## src/rtl/core/pfr_pkg.sv

```systemverilog
`timescale 1ns / 1ps
// ----------------------------------------------------------------------------
// pfr_pkg
// shared types and codes for the pixel format to rgba8 converter
// ----------------------------------------------------------------------------
package pfr_pkg;

   localparam int LANES      = 4;
   localparam int CHAN_W     = 8;
   localparam int HALF_W     = 16;
   localparam int FMT_W      = 3;
   localparam int REQ_DATA_W = 2 * LANES * CHAN_W;
   localparam int RSP_DATA_W = LANES * CHAN_W;

   typedef enum logic [FMT_W-1:0] {
      FMT_RGBA8   = 3'd0,
      FMT_BGRA8   = 3'd1,
      FMT_RGBA16  = 3'd2,
      FMT_RGBA16F = 3'd3,
      FMT_NONE    = 3'd4
   } pfr_format_type;

   typedef struct packed {
      logic [CHAN_W-1:0] ch8;
      logic [HALF_W-1:0] half;
   } pfr_lane_in_type;

   typedef struct packed {
      logic valid;
      logic last;
   } pfr_stage_type;

endpackage

```

## src/rtl/core/pixel_format_to_rgba8.sv

```systemverilog
`timescale 1ns / 1ps
// an accepted req word passes the lane register, then the output register, to rsp_tvalid
// throughput: one pixel per cycle unless the output stalls, four channel lanes run side by side
// the lane register and the output register each hold one word
// reset: synchronous, active high; clears the word valids and sets rgba8
// ----------------------------------------------------------------------------
// pixel_format_to_rgba8
// converts one source pixel per word to packed rgba8 under a chosen format
// ----------------------------------------------------------------------------
module pixel_format_to_rgba8 (
   input  logic                               clock,
   input  logic                               reset,
   input  logic                               csr_valid,
   output logic                               csr_ready,
   input  logic [pfr_pkg::FMT_W-1:0]          csr_data,   // pixel_format
   input  logic                               req_tvalid,
   output logic                               req_tready,
   input  logic [pfr_pkg::REQ_DATA_W-1:0]     req_tdata,  // byte0 .. byte7
   input  logic                               req_tlast,  // last_in
   output logic                               rsp_tvalid,
   input  logic                               rsp_tready,
   output logic [pfr_pkg::RSP_DATA_W-1:0]     rsp_tdata,  // red, green, blue, alpha
   output logic                               rsp_tlast   // last_out
);
   import pfr_pkg::*;

   pfr_format_type                  fmt_ff;
   logic                            s1_valid_ff;
   logic                            s1_valid_in;
   logic                            s1_last_ff;
   logic                            out_free;
   logic                            accept;
   pfr_stage_type                   stage;
   pfr_lane_in_type                 lane_in [LANES];
   logic [LANES-1:0][CHAN_W-1:0]    chans;

   assign csr_ready  = 1'b1;
   assign req_tready = !s1_valid_ff || out_free;
   assign accept     = req_tvalid && req_tready;
   assign s1_valid_in = accept ? 1'b1 : (s1_valid_ff && !out_free);

   always_ff @(posedge clock) begin
      if (reset) begin
         fmt_ff      <= FMT_RGBA8;
         s1_valid_ff <= 1'b0;
      end else begin
         if (csr_valid) begin
            fmt_ff <= pfr_format_type'(csr_data);
         end
         s1_valid_ff <= s1_valid_in;
      end
   end

   always_ff @(posedge clock) begin
      if (accept) begin
         s1_last_ff <= req_tlast;
      end
   end

   genvar g;
   generate
      for (g = 0; g < LANES; g++) begin : g_lane
         // red and blue trade places for bgra8
         localparam int SWAP = (g == 0) ? 2 : ((g == 2) ? 0 : g);

         always_comb begin
            lane_in[g].half = req_tdata[2*g*CHAN_W +: HALF_W];
            lane_in[g].ch8  = (fmt_ff == FMT_BGRA8) ? req_tdata[SWAP*CHAN_W +: CHAN_W]
                                                    : req_tdata[g*CHAN_W +: CHAN_W];
         end

         pfr_lane u_lane (
            .clock   (clock),
            .load    (accept),
            .format  (fmt_ff),
            .lane_in (lane_in[g]),
            .chan_ff (chans[g])
         );
      end
   endgenerate

   assign stage.valid = s1_valid_ff;
   assign stage.last  = s1_last_ff;

   pfr_merge u_merge (
      .clock      (clock),
      .reset      (reset),
      .stage      (stage),
      .chans      (chans),
      .out_free   (out_free),
      .rsp_tvalid (rsp_tvalid),
      .rsp_tready (rsp_tready),
      .rsp_tdata  (rsp_tdata),
      .rsp_tlast  (rsp_tlast)
   );

endmodule

```

## src/rtl/core/pfr_lane.sv

```systemverilog
`timescale 1ns / 1ps
// ----------------------------------------------------------------------------
// pfr_lane
// one channel of the converter: byte pick or half to unorm8, registered
// ----------------------------------------------------------------------------
module pfr_lane (
   input  logic                     clock,
   input  logic                     load,
   input  pfr_pkg::pfr_format_type  format,
   input  pfr_pkg::pfr_lane_in_type lane_in,
   output logic [7:0]               chan_ff
);
   import pfr_pkg::*;

   logic        neg;
   logic [4:0]  expo;
   logic [9:0]  mant;
   logic [10:0] sig;
   logic [4:0]  shift;
   logic [18:0] prod;
   logic [24:0] sum;
   logic [24:0] scaled;
   logic [7:0]  unorm;
   logic [7:0]  chan_in;

   assign neg  = lane_in.half[15];
   assign expo = lane_in.half[14:10];
   assign mant = lane_in.half[9:0];

   always_comb begin
      if (expo == 5'd0) begin
         sig   = {1'b0, mant};
         shift = 5'd24;
      end else begin
         sig   = {1'b1, mant};
         shift = 5'd25 - expo;
      end
   end

   // sig * 255 plus half an lsb of the final scale
   assign prod   = {sig, 8'd0} - {8'd0, sig};
   assign sum    = {6'd0, prod} + (25'd1 << (shift - 5'd1));
   assign scaled = sum >> shift;

   always_comb begin
      priority if (expo == 5'd31) begin
         unorm = (mant != 10'd0 || neg) ? 8'd0 : 8'd255;
      end else if (neg) begin
         unorm = 8'd0;
      end else if (expo >= 5'd15) begin
         unorm = 8'd255;
      end else begin
         unorm = scaled[7:0];
      end
   end

   always_comb begin
      unique case (format)
         FMT_RGBA8, FMT_BGRA8: chan_in = lane_in.ch8;
         FMT_RGBA16:           chan_in = lane_in.half[15:8];
         FMT_RGBA16F:          chan_in = unorm;
         default:              chan_in = 8'd0;
      endcase
   end

   always_ff @(posedge clock) begin
      if (load) begin
         chan_ff <= chan_in;
      end
   end

endmodule

```

## src/rtl/core/pfr_merge.sv

```systemverilog
`timescale 1ns / 1ps
// ----------------------------------------------------------------------------
// pfr_merge
// packs the lane results into one rgba8 word and holds the output register
// ----------------------------------------------------------------------------
module pfr_merge (
   input  logic                                        clock,
   input  logic                                        reset,
   input  pfr_pkg::pfr_stage_type                      stage,
   input  logic [pfr_pkg::LANES-1:0][pfr_pkg::CHAN_W-1:0] chans,
   output logic                                        out_free,
   output logic                                        rsp_tvalid,
   input  logic                                        rsp_tready,
   output logic [pfr_pkg::RSP_DATA_W-1:0]              rsp_tdata,
   output logic                                        rsp_tlast
);
   import pfr_pkg::*;

   logic                  valid_ff;
   logic                  valid_in;
   logic [RSP_DATA_W-1:0] data_ff;
   logic                  last_ff;
   logic                  take;

   assign out_free = !valid_ff || rsp_tready;
   assign take     = stage.valid && out_free;
   assign valid_in = take ? 1'b1 : (valid_ff && !rsp_tready);

   always_ff @(posedge clock) begin
      if (reset) begin
         valid_ff <= 1'b0;
      end else begin
         valid_ff <= valid_in;
      end
   end

   always_ff @(posedge clock) begin
      if (take) begin
         data_ff <= chans;
         last_ff <= stage.last;
      end
   end

   assign rsp_tvalid = valid_ff;
   assign rsp_tdata  = data_ff;
   assign rsp_tlast  = last_ff;

endmodule

```

## config.mk

```make
export PLATFORM = sky130hd
export DESIGN_NAME = pixel_format_to_rgba8
export DESIGN_NICKNAME = d
export VERILOG_FILES = /design/src/rtl/core/pfr_pkg.sv /design/src/rtl/core/pixel_format_to_rgba8.sv /design/src/rtl/core/pfr_lane.sv /design/src/rtl/core/pfr_merge.sv
export SDC_FILE = /design/constraint.sdc
export NUM_CORES = 1
export LEC_CHECK = 0
export CORE_ASPECT_RATIO = 1.75
export CORE_UTILIZATION = 70
export DETAILED_ROUTE_END_ITERATION = 8
export DONT_BUFFER_PORTS = 1
export HOLD_SLACK_MARGIN = 0.05
export PLACE_DENSITY = 0.95
export SLEW_MARGIN = 20
export SYNTH_ARGS = -nofsm -noshare
export SYNTH_HDL_FRONTEND = slang
export SYNTH_SLANG_ARGS = --single-unit
```

## constraint.sdc

```tcl
create_clock -name clock -period 12.27 [get_ports clock]
set_clock_uncertainty 0.1 [all_clocks]
set_input_delay 1.8405 -clock clock [delete_from_list [all_inputs] [get_ports clock]]
set_output_delay 1.8405 -clock clock [all_outputs]
set_load 0.005 [all_outputs]
```

Yosys cells after proc, flatten, opt, wreduce, memory -nomap -nowiden
Index checks and enable logic that the tools add are counted.
{"block": "totals", "ff_bits": 71, "latch_bits": 0, "ram_bits": 0, "romBits": 0, "input_bits": 73, "output_inout_bits": 36, "wordCells": 101, "memories": 0}
{"block": "op_classes", "addsub": 16, "multipliers": 0, "div_mod_pow": 0, "order_cmp": 4, "eq_ne": 7, "shifts": 8, "mux": 32, "n_bitwise": 0, "reduce_logical": 24}
{"cell": "8-bit two-way mux", "count": 18}
{"cell": "19-bit by 25-bit adder with 25-bit output", "count": 4}
{"cell": "1-bit by 5-bit left shift with 25-bit output, first input constant", "count": 4}
{"cell": "25-bit by 5-bit right shift with 8-bit output", "count": 4}
{"cell": "8-bit case mux with 3 select lines", "count": 4}
{"cell": "19-bit by 11-bit subtractor with 19-bit output", "count": 4}
{"cell": "11-bit two-way mux", "count": 4}
{"cell": "10-bit nonzero test", "count": 4}
{"cell": "5-bit == test, second input constant", "count": 4}
{"cell": "5-bit by 4-bit greater-or-equal comparator with 1-bit output, second input constant", "count": 4}
{"cell": "5-bit zero test", "count": 4}
{"cell": "5-bit two-way mux", "count": 4}
{"cell": "5-bit by 1-bit subtractor with 5-bit output, second input constant", "count": 4}
{"cell": "5-bit subtractor, first input constant", "count": 4}
{"cell": "3-bit by 2-bit == test with 1-bit output, second input constant", "count": 2}
{"cell": "1-bit logical OR", "count": 6}
{"cell": "1-bit logical AND", "count": 4}
{"cell": "1-bit zero test", "count": 4}
{"cell": "3-bit by 1-bit == test with 1-bit output, second input constant", "count": 1}
{"cell": "3-bit zero test", "count": 1}
{"cell": "1-bit two-way mux", "count": 2}
{"cell": "2-bit OR reduction", "count": 1}

Logic depth before layout (Yosys ltp)
{"block": "depth", "word_depth": 10, "mapped_depth": 22, "ltp_nobuf": 20}

By module
Synthesis repeated with hierarchy kept, for this count alone.
{"block": "hier_totals", "hier_cells": 2046, "area_unflattened_um2": 14923.1}
{"mod": "pfr_lane (g_lane[1].u_lane ...)", "n_inst": 2, "cells_each": 500, "area_per_inst_um2": 3419.5, "seq_area_each_um2": 240.2}
{"mod": "pfr_lane (g_lane[3].u_lane)", "n_inst": 1, "cells_each": 499, "area_per_inst_um2": 3432.0, "seq_area_each_um2": 240.2}
{"mod": "pfr_lane (g_lane[0].u_lane)", "n_inst": 1, "cells_each": 474, "area_per_inst_um2": 3208.1, "seq_area_each_um2": 240.2}
{"mod": "pfr_merge", "n_inst": 1, "cells_each": 38, "area_per_inst_um2": 1046.0, "seq_area_each_um2": 1011.0}
{"mod": "pixel_format_to_rgba8", "n_inst": 1, "cells_each": 35, "area_per_inst_um2": 397.9, "seq_area_each_um2": 110.1}

Worst setup path before layout
Ideal clock, no wire load.
{"block": "synth_timing", "path_type": "input -> register", "from": "input port req_tdata[11] (netlist bit)", "to": "register g_lane[0].u_lane.chan_ff[0] (data pin)", "setup_ps": 265, "arrival_time_ps": 6710, "t_required_ps": 11905, "setup_slack_ps": 5194, "path_stages": 21, "path_buffers": 5, "path_cell_list": "clkbuf_1 -> inv_1 -> clkbuf_1 -> buf_1 -> buf_1 -> ha_1 -> or2_2 -> o21ai_0 -> nand2b_1 -> clkbuf_1 -> nor2_1 -> ha_1 -> a211o_1 -> a31o_2 -> a211oi_1 -> nor4_1 -> o41ai_1 -> nor2b_1 -> a22o_1 -> nor4_1 -> or3_1"}
{"block": "synth_between", "elab_chain_cells": 10, "word_cells_on_any_way": 15, "classes_between": "4 x add/sub; 1 x order compare; 1 x eq/ne; 2 x shift; 6 x mux; 1 x reduce/logical"}
{"element": "start: declaration", "line": "pixel_format_to_rgba8.sv:18", "rtl": "input logic [pfr_pkg::REQ_DATA_W-1:0] req_tdata,"}
{"element": "5-bit subtractor or 5-bit zero test (tied branches)", "line": "pfr_lane.sv:36, pfr_lane.sv:31"}
{"element": "5-bit two-way mux", "line": "pfr_lane.sv:31", "rtl": "if (expo == 5'd0) begin"}
{"element": "5-bit by 1-bit subtractor with 5-bit output", "line": "pfr_lane.sv:42", "rtl": "assign sum = {6'd0, prod} + (25'd1 << (shift - 5'd1));"}
{"element": "1-bit by 5-bit left shift with 25-bit output", "line": "pfr_lane.sv:42"}
{"element": "19-bit by 25-bit adder with 25-bit output", "line": "pfr_lane.sv:42"}
{"element": "25-bit by 5-bit right shift with 8-bit output", "line": "pfr_lane.sv:43", "rtl": "assign scaled = sum >> shift;"}
{"element": "8-bit two-way mux", "line": "pfr_lane.sv:50", "rtl": "end else if (expo >= 5'd15) begin"}
{"element": "8-bit two-way mux", "line": "pfr_lane.sv:48", "rtl": "end else if (neg) begin"}
{"element": "8-bit two-way mux (*)", "line": "pfr_lane.sv:46", "rtl": "priority if (expo == 5'd31) begin"}
{"element": "8-bit case mux with 3 select lines (*)", "line": "pfr_lane.sv:58", "rtl": "unique case (format)"}
{"element": "via g_lane[0].u_lane.chan_in[0]", "line": "pfr_lane.sv:24", "rtl": "logic [7:0] chan_in;"}
{"element": "end signal: assignment", "line": "pfr_lane.sv:68", "rtl": "chan_ff <= chan_in;"}
{"element": "end: declaration", "line": "pfr_lane.sv:11", "rtl": "output logic [7:0] chan_ff"}
Mark *: on every way through the listed nets, which the timed path passes. The rest lies on a longest branch.
A chain may end at the register's enable or synchronous reset.

Worst setup path in the final report
{"block": "layout_timing", "from": "input port req_tdata[59] (netlist bit)", "to": "register g_lane[3].u_lane.chan_ff[0] (data pin)"}
{"block": "layout_between", "elab_chain_cells": 10, "word_cells_on_any_way": 15, "classes_between": "4 x add/sub; 1 x order compare; 1 x eq/ne; 2 x shift; 6 x mux; 1 x reduce/logical"}
{"element": "5-bit subtractor or 5-bit zero test (tied branches)", "line": "pfr_lane.sv:36, pfr_lane.sv:31"}
{"element": "5-bit two-way mux", "line": "pfr_lane.sv:31"}
{"element": "5-bit by 1-bit subtractor with 5-bit output", "line": "pfr_lane.sv:42"}
{"element": "1-bit by 5-bit left shift with 25-bit output", "line": "pfr_lane.sv:42"}
{"element": "19-bit by 25-bit adder with 25-bit output", "line": "pfr_lane.sv:42"}
{"element": "25-bit by 5-bit right shift with 8-bit output", "line": "pfr_lane.sv:43"}
{"element": "8-bit two-way mux", "line": "pfr_lane.sv:50"}
{"element": "8-bit two-way mux", "line": "pfr_lane.sv:48"}
{"element": "8-bit two-way mux (*)", "line": "pfr_lane.sv:46"}
{"element": "8-bit case mux with 3 select lines (*)", "line": "pfr_lane.sv:58"}
{"element": "via g_lane[3].u_lane.chan_in[0]", "line": "pfr_lane.sv:24"}
{"element": "end signal: assignment", "line": "pfr_lane.sv:68"}
{"element": "end: declaration", "line": "pfr_lane.sv:11"}
Marks and branches as above.

==> impl_metrics.csv <==
group,metric,value,unit
synthesis,netlist_top_cells_area,"sky130_fd_sc_hd__edfxtp_1 (14%), sky130_fd_sc_hd__ha_1 (8.9%), sky130_fd_sc_hd__nor2_1 (6.2%)",
clock_network,cts.htree.levels,3,
floorplan,design.portCount,109,
synthesis,most_frequently_used_cell_type_in_the_post_synthesis_netlist,"sky130_fd_sc_hd__nor2_1",
timing,max_clock_freq,0.134,GHz
synthesis,synth_top_flop_cell,"sky130_fd_sc_hd__edfxtp_1",
route,post-route-drc-count,0,
synthesis,syn_nets,2160,
cells_and_area,fillCellCount,1635,
clock_network,cts_buffers,9,
worst_setup_path,crit_path_start_kind,"primary input",
synthesis,synth_largest_area_cell,"sky130_fd_sc_hd__edfxtp_1",
global_route,grt_first_pass_wirelength,83100,um
worst_setup_path,critPathArrivalTime,7.47,ns
synthesis,syn_area_per_cell,7.12,sq um
route,drt-total-wl,53300,um
synthesis,syn-instance-count,1983,
floorplan,die_area,0.0208,sq mm
worst_setup_path,critical_path_peak_fanout,35,
cells_and_area,post_route_cells_drive_above_1_share,3.95,%
min_path,timing.hold.worst.class,"reg -> reg",
run,drv.max_cap_violation_count,0,
synthesis,synth_enable_flop_cells,66,
synthesis,largest_family_of_logic_cells_by_synthesized_area,"compound AO/OA/AOI/OAI gates",
placement,gp_routability_congestion,1.05,
placement,placedInstanceArea,0.0141,sq mm
route,final_antenna_net_count,0,
worst_setup_path,worst_setup_path_end_kind,"register",
route,m1WireLength,17800,um
worst_setup_path,worstPathCellList,"clkinv_1 -> ha_1 -> inv_1 -> nor2_1 -> nand3_1 -> nor2_1 -> ha_1 -> o21ai_0 -> o21ai_0 -> nand3_1 -> a31o_2 -> a2111oi_0 -> a31oi_1 -> o211ai_1 -> o311ai_0 -> a221o_1",
worst_setup_path,timing.reg2reg.setup_slack,8.27,ns
worst_setup_path,critical_path_class,"in -> reg",
floorplan,die_width,109,um
clock_network,cts.repair_timing.setup_buffer_count,0,
synthesis,synth-async-reset-ratio,0,%
synthesis,yosys.area_share.adder,9.56,%
route,routed-via-count,16500,
route,routed-wl-met2,24200,um
synthesis,synth_mux_area_share,4.45,%
outcome,result_of_the_run,"complete, no violations",
clock_network,ctsLongestPathBuffers,2,
worst_setup_path,crit_required,12.26,ns
global_route,antenna_found_initial,2,
timing,final_min_period_over_clock_period,61.0,%
cells_and_area,layout.cells.non_filler,2143,
floorplan,initial_utilization,71.6,%
timing,rsz0062_at_grt,"false",
synthesis,synth-simple-area-share,26.9,%
min_path,timing.hold.worst.start,"g_lane[2].u_lane.chan_ff[2]$_DFFE_PP_",
clock_network,clk_latency,0.35,ns
timing,finalSetupTns,0,ns
route,routed.top_layer,"met5",
synthesis,synth_sequential_area_ratio,14.7,%
synthesis,synth-xor-area-share,7.25,%
worst_setup_path,crit-reg2reg-launch,"fmt_ff[1]$_SDFFE_PP0P_",
timing,finalHoldViolCount,0,
floorplan,die_height,190,um
clock_network,cts.reportedPaths.clkPinSlew,0.06,ns
synthesis,ys_warn_count,0,
clock_network,post_cts_resized,0,
min_path,hold_path_end,"u_merge.rsp_tdata[18]$_DFFE_PP_",
global_route,grt_max_degree,43,
synthesis,synth_compound_area_share,32.6,%
synthesis,synth_common_cells,"sky130_fd_sc_hd__nor2_1 (232), sky130_fd_sc_hd__nand2_1 (210), sky130_fd_sc_hd__a21oi_1 (151)",
synthesis,synth_cell_type_count,85,
timing,timing.final.crit_period,7.48,ns
clock_network,root_buffer,"sky130_fd_sc_hd__clkbuf_16",
cells_and_area,area_growth_syn_to_layout,1.98,%
route,dr.first_iter.drc_count,1976,
timing,worstMarginPinSlew,1.15,ns
placement,place.detailed.instances,2128,
synthesis,yosysTopAreaCellShare,14.0,%
route,wl_per_cell,24.9,um
route,post_drt_via_cell_ratio,7.70,
timing,timing.slew.headroom,22.8,%
synthesis,yosys_register_bits,71,
placement,place.detailed.hpwl,40500,um
clock_network,tritoncts_clock_tree,"done",
min_path,holdPathStages,0,
worst_setup_path,r2r_cells,7,
global_route,grt_use_total,52.0,%
cells_and_area,layout.cell_area.non_filler,0.0144,sq mm
worst_setup_path,cpPeakStageDelay,0.81,ns
worst_setup_path,cpMaxStageDelayCell,"sky130_fd_sc_hd__a2111oi_0",
route,routed-wl-met3,5960,um
timing,final_number_of_max_transition_violations,0,
global_route,grt_pass1_vias,15700,
clock_network,cts-hold-fix-buffers,0,
floorplan,coreArea,0.0197,sq mm
power_and_ir_drop,ir_drop,0.0783,mV
power_and_ir_drop,power.static_leakage,5.62,nW
floorplan,std_cell_rows,68,
synthesis,syn_area,0.0141,sq mm
cells_and_area,n_antenna_cell,0,
cells_and_area,design.final.nets,2071,
global_route,grt_overflow_total,0,
worst_setup_path,r2r_end,"g_lane[3].u_lane.chan_ff[1]$_DFFE_PP_",
timing,finalSetupViolCount,0,
route,detailedRoute.firstPassIterationCount,6,
placement,port_buffers,0,
clock_network,tritoncts_sink_count,71,
power_and_ir_drop,p_per_area,83.3,mW/mm^2
## state kept, by name, summed over array words and instances, names as in the netlist
register               flops
fmt_ff                     3
g_lane.u_lane.chan_ff     32
s1_last_ff                 1
s1_valid_ff                1
u_merge.rsp_tdata         32
u_merge.rsp_tlast          1
u_merge.rsp_tvalid         1
## worst max path at each step
stage                     slack [ns]                                    end           from
after global routing            4.34  g_lane[3].u_lane.chan_ff[0]$_DFFE_PP_  req_tdata[59]
after detailed placement        4.64  g_lane[3].u_lane.chan_ff[0]$_DFFE_PP_  req_tdata[59]
after floorplan                 5.19  g_lane[0].u_lane.chan_ff[0]$_DFFE_PP_  req_tdata[11]
after global placement          4.67  g_lane[3].u_lane.chan_ff[0]$_DFFE_PP_  req_tdata[59]
after CTS                       4.98  g_lane[3].u_lane.chan_ff[0]$_DFFE_PP_  req_tdata[59]
final                           4.79  g_lane[3].u_lane.chan_ff[0]$_DFFE_PP_  req_tdata[59]
## power breakdown
| part | internal, mW | total, mW | switching, mW |
|---|---|---|---|
| Clock | 0.177 | 0.293 | 0.116 |
| Combinational | 0.216 | 0.607 | 0.392 |
| Sequential | 0.289 | 0.300 | 0.0109 |
| Total | 0.682 | 1.20 | 0.519 |
## worst max-delay path: cells and delay by family
family,cells,cell delay [ns]
buffers and inverters,2,0.59
adders and majority gates,2,0.94
AOI/OAI and AO/OA,8,2.66
and+or+nand+nor,4,1.41
## area by class of cell
class / count / area, sq um / area share [%]
Tap cell: 245 / 307 / 2.13
Timing Repair Buffer: 9 / 67.6 / 0.469
Inverter: 60 / 225 / 1.56
Sequential cell: 71 / 2080 / 14.4
Clock inverter: 6 / 85.1 / 0.590
Multi-Input combinational cell: 1743 / 11400 / 79.2
Clock buffer: 9 / 225 / 1.56
## cells in the final DEF (no fill, tap or decap), types with 22 or more instances in the layout
cell,synthesis,routed
sky130_fd_sc_hd__ha_1,100,100
sky130_fd_sc_hd__o21a_1,22,22
sky130_fd_sc_hd__nor2_1,232,232
sky130_fd_sc_hd__a21o_1,35,35
sky130_fd_sc_hd__nor3_1,96,96
sky130_fd_sc_hd__edfxtp_1,66,66
sky130_fd_sc_hd__o31ai_1,22,22
sky130_fd_sc_hd__a31oi_1,26,26
sky130_fd_sc_hd__nor2b_1,29,28
sky130_fd_sc_hd__xnor2_1,76,76
sky130_fd_sc_hd__mux2i_1,38,38
sky130_fd_sc_hd__a211oi_1,56,56
sky130_fd_sc_hd__nand2_1,210,210
sky130_fd_sc_hd__inv_1,58,58
sky130_fd_sc_hd__and3_1,23,23
sky130_fd_sc_hd__o21ai_0,96,96
sky130_fd_sc_hd__nand3_1,52,52
sky130_fd_sc_hd__or3_1,22,22
sky130_fd_sc_hd__nor4_1,31,31
sky130_fd_sc_hd__xor2_1,41,41
sky130_fd_sc_hd__a21oi_1,151,151
## metrics by stage
stage                     hold WS, ns  power (mW)  setup slack (ns)  util (%)
after floorplan                 0.300       0.749              5.19         -
after global placement          0.301       0.864              4.67      71.4
after global routing            0.320        1.25              4.34      73.0
after CTS                       0.318        1.16              4.98      73.0
final                           0.317        1.20              4.79      73.0
after detailed placement        0.305       0.875              4.64      71.4
## per-layer routing
layer / up-vias / global-route usage [%]
met3: 377 / 21.0
met2: 1177 / 81.4
li1: 7400 / -
met4: 4 / 43.9
met1: 7545 / 52.9
met5: - / 2.04
## kinds of logic (layout without fill, tap and decap cells)
| group | count (synthesis) | in the layout |
|---|---|---|
| XOR/XNOR | 117 | 117 |
| flip-flops | 71 | 71 |
| AND/OR/NAND/NOR | 802 | 802 |
| adder cells (fa/ha/maj) | 106 | 106 |
| AO/OA/AOI/OAI | 663 | 663 |
| other | 1 | 1 |
| multiplexers | 54 | 54 |
| buffers and inverters | 169 | 84 |
Power figures use the tool's default switching activity.
